<file path="src/rtl/i2crm_pkg.sv">
// Shared types, constants and table functions for the bus-slave register map.
// Used by the register store, the engine and the top level.

package i2crm_pkg;

    // Map size and derived widths.
    localparam int NUM_REGS = 23;
    localparam int PTR_W    = $clog2(NUM_REGS + 1);
    localparam int IDX_W    = (NUM_REGS > 1) ? $clog2(NUM_REGS) : 1;
    localparam logic [PTR_W-1:0] PTR_END = PTR_W'(NUM_REGS);

    // Command codes.
    localparam logic [1:0] CMD_SELECT = 2'd0;
    localparam logic [1:0] CMD_READ   = 2'd1;
    localparam logic [1:0] CMD_WRITE  = 2'd2;
    localparam logic [1:0] CMD_LOCAL  = 2'd3;

    // Register lengths in bytes for the named registers of the map.
    localparam int LEN_TABLE_SIZE = 23;
    localparam logic [2:0] LEN_TABLE [0:LEN_TABLE_SIZE-1] = '{
        3'd2, 3'd2, 3'd4, 3'd4, 3'd1, 3'd4, 3'd4, 3'd4,
        3'd4, 3'd4, 3'd4, 3'd4, 3'd4, 3'd4, 3'd4, 3'd4,
        3'd4, 3'd4, 3'd4, 3'd1, 3'd2, 3'd2, 3'd2
    };

    // One input word.
    typedef struct packed {
        logic [1:0]  command;
        logic [7:0]  reg_index;
        logic [7:0]  data_byte;
        logic [31:0] local_value;
    } step_t;

    // One result word.
    typedef struct packed {
        logic [7:0] read_byte;
        logic       more;
        logic       select_ok;
    } result_t;

    // Write request into the register store.
    typedef struct packed {
        logic             en;
        logic [PTR_W-1:0] addr;
        logic [31:0]      data;
    } store_wr_t;

    // Length of a register; registers past the table are four bytes long.
    function automatic logic [2:0] reg_len(input logic [PTR_W-1:0] idx);
        logic [4:0] t;
        t = 5'(idx);
        if (t < 5'(LEN_TABLE_SIZE))
            return LEN_TABLE[t];
        return 3'd4;
    endfunction

    // Mask of the bytes that a register of the given length keeps.
    function automatic logic [31:0] len_mask(input logic [2:0] len);
        logic [31:0] m;
        case (len)
            3'd1:    m = 32'h0000_00FF;
            3'd2:    m = 32'h0000_FFFF;
            default: m = 32'hFFFF_FFFF;
        endcase
        return m;
    endfunction

    // Power-up contents of the store, as raw bit patterns.
    function automatic logic [31:0] reg_init(input int idx);
        logic [31:0] v;
        case (idx)
            2:       v = 32'h4672_2953;  // 15498.331
            3:       v = 32'h3E34_2EDC;  // 0.17596
            5:       v = 32'h3F4C_CCCD;  // 0.8
            6:       v = 32'h3C23_D70A;  // 0.01
            8:       v = 32'hC6FF_FE00;  // -32767.0
            9:       v = 32'h46FF_FE00;  // 32767.0
            22:      v = 32'd3000;       // deadband
            default: v = 32'h0000_0000;
        endcase
        return v;
    endfunction

endpackage

</file>
<file path="src/rtl/i2crm_if.sv">
// Valid/ready channel interfaces for the request and response words.
// Depends on i2crm_pkg for nothing but sits after it in compile order.

interface i2crm_req_if;
    logic        valid;
    logic        ready;
    logic [1:0]  command;
    logic [7:0]  reg_index;
    logic [7:0]  data_byte;
    logic [31:0] local_value;

    modport source (output valid, command, reg_index, data_byte, local_value, input ready);
    modport sink   (input valid, command, reg_index, data_byte, local_value, output ready);
endinterface

interface i2crm_rsp_if;
    logic       valid;
    logic       ready;
    logic [7:0] read_byte;
    logic       more;
    logic       select_ok;

    modport source (output valid, read_byte, more, select_ok, input ready);
    modport sink   (input valid, read_byte, more, select_ok, output ready);
endinterface

</file>
<file path="src/rtl/i2crm_store.sv">
// Register store: one flip-flop word per register, reset to firmware values.
// One write port and one combinational read port. Depends on i2crm_pkg.

module i2crm_store (
    input  logic                       clk,
    input  logic                       rst_n,
    input  i2crm_pkg::store_wr_t       wr,
    input  logic [i2crm_pkg::PTR_W-1:0] rd_addr,
    output logic [31:0]                rd_data
);

    logic [31:0] store_reg [0:i2crm_pkg::NUM_REGS-1];

    // Write port; the engine only issues writes to valid registers.
    always_ff @(posedge clk or negedge rst_n)
    begin
        if (!rst_n)
        begin
            for (int i = 0; i < i2crm_pkg::NUM_REGS; i++)
            begin
                store_reg[i] <= i2crm_pkg::reg_init(i);
            end
        end
        else if (wr.en)
        begin
            store_reg[wr.addr[i2crm_pkg::IDX_W-1:0]] <= wr.data;
        end
    end

    // Read port; addresses past the map read as zero.
    assign rd_data = (rd_addr < i2crm_pkg::PTR_END) ?
                     store_reg[rd_addr[i2crm_pkg::IDX_W-1:0]] : 32'h0;

endmodule

</file>
<file path="src/rtl/i2crm_engine.sv">
// Per-word step logic: pointer, byte index and shadow buffer, plus the
// store read address and write request. Depends on i2crm_pkg.

module i2crm_engine (
    input  logic                        clk,
    input  logic                        rst_n,
    input  logic                        fire,
    input  i2crm_pkg::step_t            step,
    input  logic [31:0]                 rd_data,
    output logic [i2crm_pkg::PTR_W-1:0] rd_addr,
    output i2crm_pkg::store_wr_t        wr,
    output i2crm_pkg::result_t          result
);

    logic [i2crm_pkg::PTR_W-1:0] pointer_reg, pointer_next;
    logic [1:0]                  byte_index_reg, byte_index_next;
    logic [31:0]                 shadow_reg, shadow_next;

    logic                        ptr_valid;
    logic                        sel_valid;
    logic                        loc_valid;
    logic [2:0]                  len_cur;
    logic [2:0]                  bi_plus;
    logic                        last_byte;
    logic [i2crm_pkg::PTR_W-1:0] ptr_inc;
    logic [31:0]                 shadow_wr;
    logic [i2crm_pkg::PTR_W-1:0] sel_addr;

    assign ptr_valid = pointer_reg < i2crm_pkg::PTR_END;
    assign sel_valid = step.reg_index < 8'(i2crm_pkg::NUM_REGS);
    assign loc_valid = sel_valid;
    assign len_cur   = i2crm_pkg::reg_len(pointer_reg);
    assign bi_plus   = {1'b0, byte_index_reg} + 3'd1;
    assign last_byte = bi_plus >= len_cur;
    assign ptr_inc   = pointer_reg + 1'b1;
    assign sel_addr  = step.reg_index[i2crm_pkg::PTR_W-1:0];

    // Shadow with the incoming write byte merged at the current byte index.
    always_comb
    begin
        shadow_wr = shadow_reg;
        for (int b = 0; b < 4; b++)
        begin
            if (byte_index_reg == 2'(b))
                shadow_wr[8*b +: 8] = step.data_byte;
        end
    end

    // A select snapshots the named register; otherwise the next one is fetched.
    assign rd_addr = (step.command == i2crm_pkg::CMD_SELECT) ? sel_addr : ptr_inc;

    // Next state, store write and result for the word in the input stage.
    always_comb
    begin
        pointer_next     = pointer_reg;
        byte_index_next  = byte_index_reg;
        shadow_next      = shadow_reg;
        wr               = '0;
        result.read_byte = 8'h00;
        result.select_ok = 1'b0;

        case (step.command)
            i2crm_pkg::CMD_SELECT:
            begin
                if (sel_valid)
                begin
                    pointer_next     = sel_addr;
                    byte_index_next  = 2'd0;
                    shadow_next      = rd_data;
                    result.select_ok = 1'b1;
                end
            end
            i2crm_pkg::CMD_READ:
            begin
                if (ptr_valid)
                begin
                    result.read_byte = shadow_reg[8*byte_index_reg +: 8];
                    byte_index_next  = bi_plus[1:0];
                    if (last_byte)
                    begin
                        byte_index_next = 2'd0;
                        pointer_next    = ptr_inc;
                        if (ptr_inc < i2crm_pkg::PTR_END)
                            shadow_next = rd_data;
                    end
                end
            end
            i2crm_pkg::CMD_WRITE:
            begin
                if (ptr_valid)
                begin
                    shadow_next     = shadow_wr;
                    byte_index_next = bi_plus[1:0];
                    if (last_byte)
                    begin
                        wr.en           = 1'b1;
                        wr.addr         = pointer_reg;
                        wr.data         = shadow_wr & i2crm_pkg::len_mask(len_cur);
                        byte_index_next = 2'd0;
                        pointer_next    = ptr_inc;
                        if (ptr_inc < i2crm_pkg::PTR_END)
                            shadow_next = rd_data;
                    end
                end
            end
            i2crm_pkg::CMD_LOCAL:
            begin
                if (loc_valid)
                begin
                    wr.en   = 1'b1;
                    wr.addr = sel_addr;
                    wr.data = step.local_value &
                              i2crm_pkg::len_mask(i2crm_pkg::reg_len(sel_addr));
                end
            end
            default:
            begin
                wr.en = 1'b0;
            end
        endcase

        wr.en       = wr.en & fire;
        result.more = pointer_next < i2crm_pkg::PTR_END;
    end

    // State registers advance only when a word is processed.
    always_ff @(posedge clk or negedge rst_n)
    begin
        if (!rst_n)
        begin
            pointer_reg    <= i2crm_pkg::PTR_END;
            byte_index_reg <= 2'd0;
            shadow_reg     <= 32'h0;
        end
        else if (fire)
        begin
            pointer_reg    <= pointer_next;
            byte_index_reg <= byte_index_next;
            shadow_reg     <= shadow_next;
        end
    end

endmodule

</file>
<file path="src/rtl/i2c_register_map_slave_unit.sv">
// Top level of the bus-slave register map: input word register, step engine,
// register store and output word register. Depends on i2crm_pkg and i2crm_if.
// An accepted request is held in the input word register, its response in the output word register.
// Throughput: one word per cycle while the response side takes words; each word is one pass through the engine logic.
// Reset: the store takes its firmware values at once, the pointer sits past the end,
// the byte index and shadow clear, and both word registers are empty.

module i2c_register_map_slave_unit (
    input  logic               clk,
    input  logic               rst_n,
    i2crm_req_if.sink          req,
    i2crm_rsp_if.source        rsp
);

    logic                        in_valid_reg;
    i2crm_pkg::step_t            in_word_reg;
    logic                        out_valid_reg;
    i2crm_pkg::result_t          out_word_reg;

    logic                        fire;
    logic [i2crm_pkg::PTR_W-1:0] rd_addr;
    logic [31:0]                 rd_data;
    i2crm_pkg::store_wr_t        wr;
    i2crm_pkg::result_t          result;

    // The engine processes a word whenever the output register can take it.
    assign fire      = in_valid_reg && (!out_valid_reg || rsp.ready);
    assign req.ready = !in_valid_reg || fire;

    // Input word register.
    always_ff @(posedge clk or negedge rst_n)
    begin
        if (!rst_n)
            in_valid_reg <= 1'b0;
        else if (req.ready)
            in_valid_reg <= req.valid;
    end

    always_ff @(posedge clk)
    begin
        if (req.valid && req.ready)
        begin
            in_word_reg.command     <= req.command;
            in_word_reg.reg_index   <= req.reg_index;
            in_word_reg.data_byte   <= req.data_byte;
            in_word_reg.local_value <= req.local_value;
        end
    end

    i2crm_engine u_engine (
        .clk     (clk),
        .rst_n   (rst_n),
        .fire    (fire),
        .step    (in_word_reg),
        .rd_data (rd_data),
        .rd_addr (rd_addr),
        .wr      (wr),
        .result  (result)
    );

    i2crm_store u_store (
        .clk     (clk),
        .rst_n   (rst_n),
        .wr      (wr),
        .rd_addr (rd_addr),
        .rd_data (rd_data)
    );

    // Output word register.
    always_ff @(posedge clk or negedge rst_n)
    begin
        if (!rst_n)
            out_valid_reg <= 1'b0;
        else if (fire)
            out_valid_reg <= 1'b1;
        else if (rsp.ready)
            out_valid_reg <= 1'b0;
    end

    always_ff @(posedge clk)
    begin
        if (fire)
            out_word_reg <= result;
    end

    assign rsp.valid     = out_valid_reg;
    assign rsp.read_byte = out_word_reg.read_byte;
    assign rsp.more      = out_word_reg.more;
    assign rsp.select_ok = out_word_reg.select_ok;

endmodule
</file>
<file path="src/flat_wrapper.sv">
// flat-port wrapper written by rule: the top's interface ports become plain ports
module i2c_register_map_slave_unit_flat 
  (clk, rst_n, req_valid, req_command, req_reg_index, req_data_byte, req_local_value, req_ready, rsp_valid, rsp_read_byte, rsp_more, rsp_select_ok, rsp_ready);
  i2crm_req_if req_i ();
  i2crm_rsp_if rsp_i ();
  input  logic clk;
  input  logic rst_n;
  input wire logic [$bits(req_i.valid)-1:0] req_valid;
  input wire logic [$bits(req_i.command)-1:0] req_command;
  input wire logic [$bits(req_i.reg_index)-1:0] req_reg_index;
  input wire logic [$bits(req_i.data_byte)-1:0] req_data_byte;
  input wire logic [$bits(req_i.local_value)-1:0] req_local_value;
  output wire logic [$bits(req_i.ready)-1:0] req_ready;
  output wire logic [$bits(rsp_i.valid)-1:0] rsp_valid;
  output wire logic [$bits(rsp_i.read_byte)-1:0] rsp_read_byte;
  output wire logic [$bits(rsp_i.more)-1:0] rsp_more;
  output wire logic [$bits(rsp_i.select_ok)-1:0] rsp_select_ok;
  input wire logic [$bits(rsp_i.ready)-1:0] rsp_ready;
  assign req_i.valid = req_valid;
  assign req_i.command = req_command;
  assign req_i.reg_index = req_reg_index;
  assign req_i.data_byte = req_data_byte;
  assign req_i.local_value = req_local_value;
  assign req_ready = req_i.ready;
  assign rsp_valid = rsp_i.valid;
  assign rsp_read_byte = rsp_i.read_byte;
  assign rsp_more = rsp_i.more;
  assign rsp_select_ok = rsp_i.select_ok;
  assign rsp_i.ready = rsp_ready;
  i2c_register_map_slave_unit u_core (.clk(clk), .rst_n(rst_n), .req(req_i), .rsp(rsp_i));
endmodule
</file>
<file path="config.mk">
export PLATFORM = sky130hd
export DESIGN_NAME = i2c_register_map_slave_unit_flat
export DESIGN_NICKNAME = d
export VERILOG_FILES = /design/src/rtl/i2crm_pkg.sv /design/src/rtl/i2crm_if.sv /design/src/rtl/i2crm_store.sv /design/src/rtl/i2crm_engine.sv /design/src/rtl/i2c_register_map_slave_unit.sv /design/src/flat_wrapper.sv
export SDC_FILE = /design/constraint.sdc
export NUM_CORES = 2
export LEC_CHECK = 0
export BUFFER_PORTS_ARGS = -buffer_cell sky130_fd_sc_hd__buf_2
export CELL_PAD_IN_SITES_DETAIL_PLACEMENT = 0
export CELL_PAD_IN_SITES_GLOBAL_PLACEMENT = 1
export CORE_MARGIN = 4
export CORE_UTILIZATION = 45
export DETAILED_ROUTE_END_ITERATION = 16
export HOLD_SLACK_MARGIN = 0.08
export PLACE_DENSITY = 0.82
export SLEW_MARGIN = 20
export SYNTH_ARGS = -nofsm -noshare
export SYNTH_HDL_FRONTEND = slang
export SYNTH_SLANG_ARGS = --single-unit
</file>
<file path="constraint.sdc">
create_clock -name clk -period 5.2 [get_ports clk]
set_clock_uncertainty 0.05 [all_clocks]
set_input_delay 0 -clock clk [delete_from_list [all_inputs] [get_ports clk]]
set_output_delay 0 -clock clk [all_outputs]
set_load 0.05 [all_outputs]
</file>
* Yosys cells after proc, flatten, opt, wreduce, memory -nomap -nowiden
Memories as Yosys holds them, arrays and structs flattened.
Cells that the tools add are included.
** Cells by class
- Equality and inequality tests :: 16
- $mul :: 0
- Magnitude comparators :: 12
- Bitwise logic cells :: 7
- Shifts and indexed selects :: 1
- Muxes and demuxes :: 56
- Reductions and logical operators :: 16
- Divide/modulo/power cells :: 0
- Add/sub/neg operators :: 2
** Operator list (number)
- bitwise mux 736 bit :: 1
- 2-to-1 mux 32 bit :: 16
- binary-select mux 32 bit (select 5 bit) :: 1
- demux 32 bit (select 5 bit) :: 1
- case mux 32 bit (2 select lines) :: 2
- 2-to-1 mux 38 bit :: 3
- case mux 32 bit (3 select lines) :: 1
- case mux 38 bit (2 select lines) :: 1
- AND 32 bit :: 2
- 2-to-1 mux 8 bit :: 4
- variable part select 32 x 6 -> 8 bit :: 1
- 2-to-1 mux 3 bit :: 10
- < comparator 5 bit, second input constant :: 5
- greater-or-equal comparator 6 bit, second input constant :: 4
- NOT 5 -> 6 bit :: 4
- 2-to-1 mux 5 bit :: 4
- != test 2 bit, second input constant :: 5
- case mux 5 bit (2 select lines) :: 1
- == test 2 bit, second input constant :: 4
- < comparator 8 x 5 -> 1 bit, second input constant :: 1
- 2-to-1 mux 1 bit :: 7
- AND reduction 7 bit :: 1
- == test 3 x 1 -> 1 bit, second input constant :: 2
- == test 3 x 2 -> 1 bit, second input constant :: 2
- other kinds (18) :: 27
** Word-level totals
- Word-level logic and storage cells :: 147
- Register bits :: 837
- ROM bits :: 192
- Memories :: 2
- Output and inout bits :: 12
- Input port bits :: 54
- Memory bits (writable) :: 0
- Bits in latches :: 0
** Memories
- (name not given) :: depth 32, width 3, read ports 1, clocked after memory_dff 0, write ports 0, RTL line i2crm_pkg.sv:53 : return LEN_TABLE[t];
- (name not given) :: depth 32, width 3, read ports 1, clocked after memory_dff 0, write ports 0, RTL line i2crm_pkg.sv:53

* Logic depth before layout (Yosys ltp)
- Depth after elaboration :: 21
- Mapped depth :: 24
- Depth with buffers taken out :: 16

* By module
From an unflattened synthesis, not the netlist that was laid out.
** Unflattened totals
- Cell total of the unflattened synthesis :: 2773
- Area, all modules :: 39431.6 µm²
** Modules (own cells, without submodules)
- i2crm_store :: instances 1, sequential area each 18552.8 µm², cells an instance 2281, area an instance 33646.0 µm²
- i2crm_engine :: instances 1, sequential area each 980.9 µm², cells an instance 424, area an instance 3880.0 µm²
- i2c_register_map_slave_unit :: instances 1, sequential area each 1851.8 µm², cells an instance 68, area an instance 1905.6 µm²

* Worst setup path after synthesis
OpenSTA, ideal clock, no wires.
- Path type :: reg2reg
- Start point :: register u_core.u_engine.pointer_reg[0] in the netlist's numbering
- End point :: register u_core.u_store.store_reg[157] in the netlist's numbering
- Clock period less this slack :: 4.880 ns
- Stages on the path, launching flop included :: 24
- Data required time :: 5.025 ns
- Setup time :: 0.125 ns
- Arrival time :: 4.705 ns
- Path buffers :: 9
- Path slack :: 0.320 ns
- Path through :: dfstp_2 -> buf_6 -> clkbuf_1 -> inv_1 -> buf_2 -> buf_2 -> buf_1 -> ha_1 -> inv_1 -> a21oi_1 -> o22ai_1 -> nor2_1 -> ha_1 -> a21oi_1 -> o21a_1 -> inv_1 -> buf_2 -> ha_1 -> a32oi_1 -> clkbuf_1 -> and4_1 -> buf_2 -> buf_2 -> mux2_2
** Between the ends
- Cells in the longest elaborated chain, start to end :: 16
- Elaborated cells on any way between the ends :: 27
- Those cells by class :: order compare (4); eq/ne (2); mux (15); bitwise (4); reduce/logical (1); memory (1)
** RTL lines
- start: declaration :: RTL line i2crm_engine.sv:15 : logic [i2crm_pkg::PTR_W-1:0] pointer_reg, pointer_next;
- start signal: assignment :: RTL line i2crm_engine.sv:131 : pointer_reg <= i2crm_pkg::PTR_END;
- start signal: assignment :: RTL line i2crm_engine.sv:137 : pointer_reg <= pointer_next;
- NOT 5 -> 6 bit (not written as such) :: RTL line i2crm_pkg.sv:53
- memory (32 x 3 bit)
- 2-to-1 mux 3 bit (not written as such) (2 in a row) :: RTL line i2crm_pkg.sv:53
- 2-to-1 mux 3 bit :: RTL line i2crm_pkg.sv:52 : if (t < 5'(LEN_TABLE_SIZE))
- 2-to-1 mux 3 bit :: RTL line i2crm_pkg.sv:54 : return 3'd4;
- greater-or-equal comparator 3 bit (tied with other cells) :: RTL line i2crm_engine.sv:34 : assign last_byte = bi_plus >= len_cur;
- 2-to-1 mux 38 bit / case mux 32 bit (2 select lines) (equally long branches) :: RTL line i2crm_engine.sv:94, i2crm_pkg.sv:60
- 2-to-1 mux 38 bit * :: RTL line i2crm_engine.sv:90 : if (ptr_valid)
- case mux 38 bit (2 select lines) * :: RTL line i2crm_engine.sv:62 : case (step.command)
- NOT 5 -> 6 bit (not written as such) / 2-to-1 mux 32 bit (equally long branches) :: RTL line i2crm_store.sv:26, i2crm_engine.sv:62
- greater-or-equal comparator 6 bit (not written as such) (tied with other cells) :: RTL line i2crm_store.sv:26 : store_reg[wr.addr[i2crm_pkg::IDX_W-1:0]] <= wr.data;
- logical AND 1 bit (not written as such) / 2-to-1 mux 38 bit (equally long branches) :: RTL line i2crm_store.sv:26, i2crm_engine.sv:94
- 2-to-1 mux 32 bit (not written as such) / 2-to-1 mux 38 bit (equally long branches) :: RTL line i2crm_store.sv:26, i2crm_engine.sv:90
- demux 32 bit (select 5 bit) / case mux 38 bit (2 select lines) (equally long branches) :: RTL line i2crm_store.sv:26, i2crm_engine.sv:62
- bitwise mux 736 bit :: RTL line i2crm_store.sv:26
- end signal: indexed assignment :: RTL line i2crm_store.sv:21 : store_reg[i] <= i2crm_pkg::reg_init(i);
- end signal: indexed assignment :: RTL line i2crm_store.sv:26
- end: declaration :: RTL line i2crm_store.sv:12 : logic [31:0] store_reg [0:i2crm_pkg::NUM_REGS-1];
Every way passes the cells marked *; elsewhere a longest branch is shown, timed or not. The select of a mux whose other input is x is not followed.
A chain may end at the register's enable or synchronous reset.

* Worst setup path in the final report
- Start point :: register u_core.u_engine.pointer_reg[0] in the netlist's numbering
- End point :: register u_core.u_store.store_reg[69] in the netlist's numbering
** Between the ends
- Cells in the longest elaborated chain, start to end :: 16
- Elaborated cells on any way between the ends :: 20
- Those cells by class :: order compare (4); mux (11); bitwise (3); reduce/logical (1); memory (1)
** RTL lines
- NOT 5 -> 6 bit (not written as such) :: RTL line i2crm_pkg.sv:53
- memory (32 x 3 bit)
- 2-to-1 mux 3 bit (not written as such) (2 in a row) :: RTL line i2crm_pkg.sv:53
- 2-to-1 mux 3 bit :: RTL line i2crm_pkg.sv:52
- 2-to-1 mux 3 bit :: RTL line i2crm_pkg.sv:54
- greater-or-equal comparator 3 bit :: RTL line i2crm_engine.sv:34
- 2-to-1 mux 38 bit :: RTL line i2crm_engine.sv:94 : if (last_byte)
- 2-to-1 mux 38 bit * :: RTL line i2crm_engine.sv:90
- case mux 38 bit (2 select lines) * :: RTL line i2crm_engine.sv:62
- NOT 5 -> 6 bit (not written as such) :: RTL line i2crm_store.sv:26
- greater-or-equal comparator 6 bit (not written as such) / < comparator 6 x 1 -> 1 bit (equally long branches) :: RTL line i2crm_store.sv:26
- logical AND 1 bit (not written as such) :: RTL line i2crm_store.sv:26
- 2-to-1 mux 32 bit (not written as such) :: RTL line i2crm_store.sv:26
- demux 32 bit (select 5 bit) :: RTL line i2crm_store.sv:26
- bitwise mux 736 bit :: RTL line i2crm_store.sv:26
Marked as above.

==> metrics.csv <==
metric,value,unit
top-area cell type share of the netlist area,40.7,%
TritonCTS Buffers,88,
Die H,309,um
YS warnings,0,
slew at the pin closest to its max-slew limit,1.19,ns
instance count of the mapped netlist,4343,
outcome,"complete, no violations",
Required @ worst endpoint,5.64,ns
Post-CTS Resized,0,
Core ar.,90000,um2
"top cells by area, synth","dfrtp_1 (41%), o21ai_0 (8.4%), nand2_1 (7.9%)",
Max Slew Vio Count,0,
global-route wire length before repair,214000,um
worst r2r path cells,18,
sequential fraction of the synthesis area,52.4,%
Levels on crit path,18,
cell-by-cell listing of the critical path,clkinv_1 > ha_1 > inv_1 > a21oi_1 > o22ai_1 > nor2_1 > ha_1 > a21oi_1 > o21a_1 > inv_1 > a41o_1 > buf_4 > a21oi_1 > buf_4 > nand3_2 > buf_4 > nand2_1 > o21ai_0,
hold_sp,rsp_ready,
number of flip-flops in the largest register,736,
Root Driver,clkbuf_16,
"commonest non-fill, non-tap cell in the layout",nand2_1,
worst skew pair latency,0.66,ns
WP buf/inv,6,
Worst Setup SP,u_core.u_engine.pointer_reg[0],
final worst path period share,90.1,%
detailed placer's ending HPWL,88100,um
cell taking the most area after synthesis,dfrtp_1,
worst-case clock buffer depth,3,
pwr/cell area,484,nW/um2
setup slack at placement,0.628,ns
most frequent cells in the layout,"nand2_1 (856), o21ai_0 (682), dfrtp_1 (665)",
post-layout net count,4441,
number of fill cells in the layout,8086,
Clock Sinks,837,
#FFs+latches synth,837,
drt first-iter violations,4231,
leakage power,19.4,nW
DRT Pass-1 Iters,6,
layout cells sized above 1,14.2,%
Starting Density,45.4,%
worst path arrival time,5.13,ns
Setup CP Type,reg -> reg,
per-cell routed wire length,25.3,um
Fmax,214,MHz
CP endpoint kind,register,
Detailed Route WL,143000,um
Crit Reg-Reg Endpoint,u_core.u_store.store_reg[69],
GPL Wtd Cong,0.949,
largest net degree at the start of global routing,129,
Tot Pwr,0.0226,W
CP max stage cell,dfstp_4,
MaxCap Viol Count,0,
Post-DRT Antenna Nets,0,
global route total overflow,0,
Setup TNS Final,0,ns
# H-tree levels,3,
number of cell rows,110,
Die W,309,um
placed cells,5350,
Clock transition at path regs,0.06,ns
io pins,66,
CP Launch Type,register,
Port Buffers,65,
crit-path max cell delay,0.68,ns
CP max FO,30,
CTS tree,done,
Worst setup endpoint,u_core.u_store.store_reg[69],
die area,95600,um2
Async SR Flop Fraction,92.8,%
Hold WC Path Type,in -> reg,
Layout Cells excl Fill,5624,
vias in the first global route,32600,
Final min period,4.68,ns
Avg Vias per Cell,6.14,
setup violators final,0,
unrepaired setup endpoints after global routing,no,
Post-Syn Nets,4413,
Crit path max-delay family,compound AO/OA/AOI/OAI gates,
maximum resistive drop on vdd,0.313,mV
post-route worst setup slack,0.517,ns
"EDFF count, synth",60,
antenna violations before repair,5,
internal reg-to-reg setup slack,0.52,ns
DRC errors left,0,
Crit Reg-Reg Startpoint,u_core.u_engine.pointer_reg[0],
multi-input combinational cell area,17800,um2
routed vias,34500,
slew margin rel.,19.7,%
most frequently used flop master after synthesis,dfrtp_1,
Netlist cell types,78,
Area Overhead vs Synth,14.7,%
flip-flop and latch area,21400,um2
final hold violation count,0,
average instance area after synthesis,9.40,um2
GRT Util Overall,29.6,%
Mapped Area,40800,um2
## worst min path at each step
stage                                                to  slack, ns  cells after the start
after floorplan                     u_core.in_valid_reg      -0.35                      0
after global placement     u_core.u_store.store_reg[37]       0.11                      1
after detailed placement  u_core.u_store.store_reg[229]       0.12                      1
after CTS                              u_core.rsp.valid       0.15                      4
after global routing                   u_core.rsp.valid       0.23                      4
final                                  u_core.rsp.valid       0.18                      4
## report_power, final
part | internal [W] | leakage, nW | switching, W | total [W]
clock | 0.00401 | 1.51 | 0.00273 | 0.00674
combinational | 0.00275 | 7.11 | 0.00578 | 0.00853
sequential | 0.00702 | 10.8 | 0.000355 | 0.00738
## final cells by class
class	instances	area share [%]
Tap cell	1176	3.14
Inverter	67	0.537
Antenna cell	1	0.00534
Clock buffer	133	5.54
Multi-Input combinational cell	3054	38.1
Timing Repair Buffer	323	5.94
Sequential cell	837	45.7
Clock inverter	33	1.06
## layer usage
metal	GRT usage [%]	up-vias	share of wire, %	routed length, um
met3	5.19	335	8.8	12500
li1	-	15500	-	-
met4	12.8	4	4.6	6580
met5	0	-	0.022	32
met1	41.5	17000	42	60400
met2	45.5	1681	44	63100
## through the flow
stage               hold WS (ns)  cell area [um2]  utilization [%]
detailed placement         0.118            42600             47.4
finish                     0.176            46800             52.0
global route               0.230            46800             52.0
floorplan                 -0.346            40800                -
global placement           0.109            42600             47.4
CTS                        0.151            46800             52.0
## cell usage after synthesis, types with 8 or more instances
cell      instances
nand4_1          27
a211o_1          22
a31oi_1          31
nand2b_1        124
nand3_1          64
dfstp_2         112
a211oi_1         29
a21o_1            9
buf_2            67
a21oi_1         225
a22oi_1         130
a221o_1          23
mux2i_1         139
mux4_2           18
and2_1           39
a31o_2            8
and3_1           19
nand2_1         858
clkbuf_1        272
nor3_1           68
ha_1             16
a221oi_1         33
o31ai_1          13
o311ai_0          8
mux2_2           97
o22ai_1          80
edfxtp_1         60
o211ai_1         17
nor2b_1          14
nor2_1          114
buf_1            37
inv_1            65
a32oi_1          28
dfrtp_1         665
o21a_1           27
o21ai_0         682
## worst min-delay path: cells and delay by family
kind          cells  cell delay (ns)
buf+inv           2             0.64
simple gates      2             0.19
## timing repair
action	in CTS	in global routing
setup buffers	0	0
hold buffers	107	0
endpoints found under the hold margin	194	0
setup endpoints to repair	0	0
## logic make-up after synthesis
family          after synthesis  share of synthesized area (%)
buf+inv                     452                           4.48
simple gates               1365                           14.8
compound gates             1415                           20.7
fa+ha+maj                    16                          0.490
flops                       837                           52.4
xor+xnor                      3                         0.0643
mux                         255                           7.10
No activity file was read; power rests on OpenSTA's default activity.
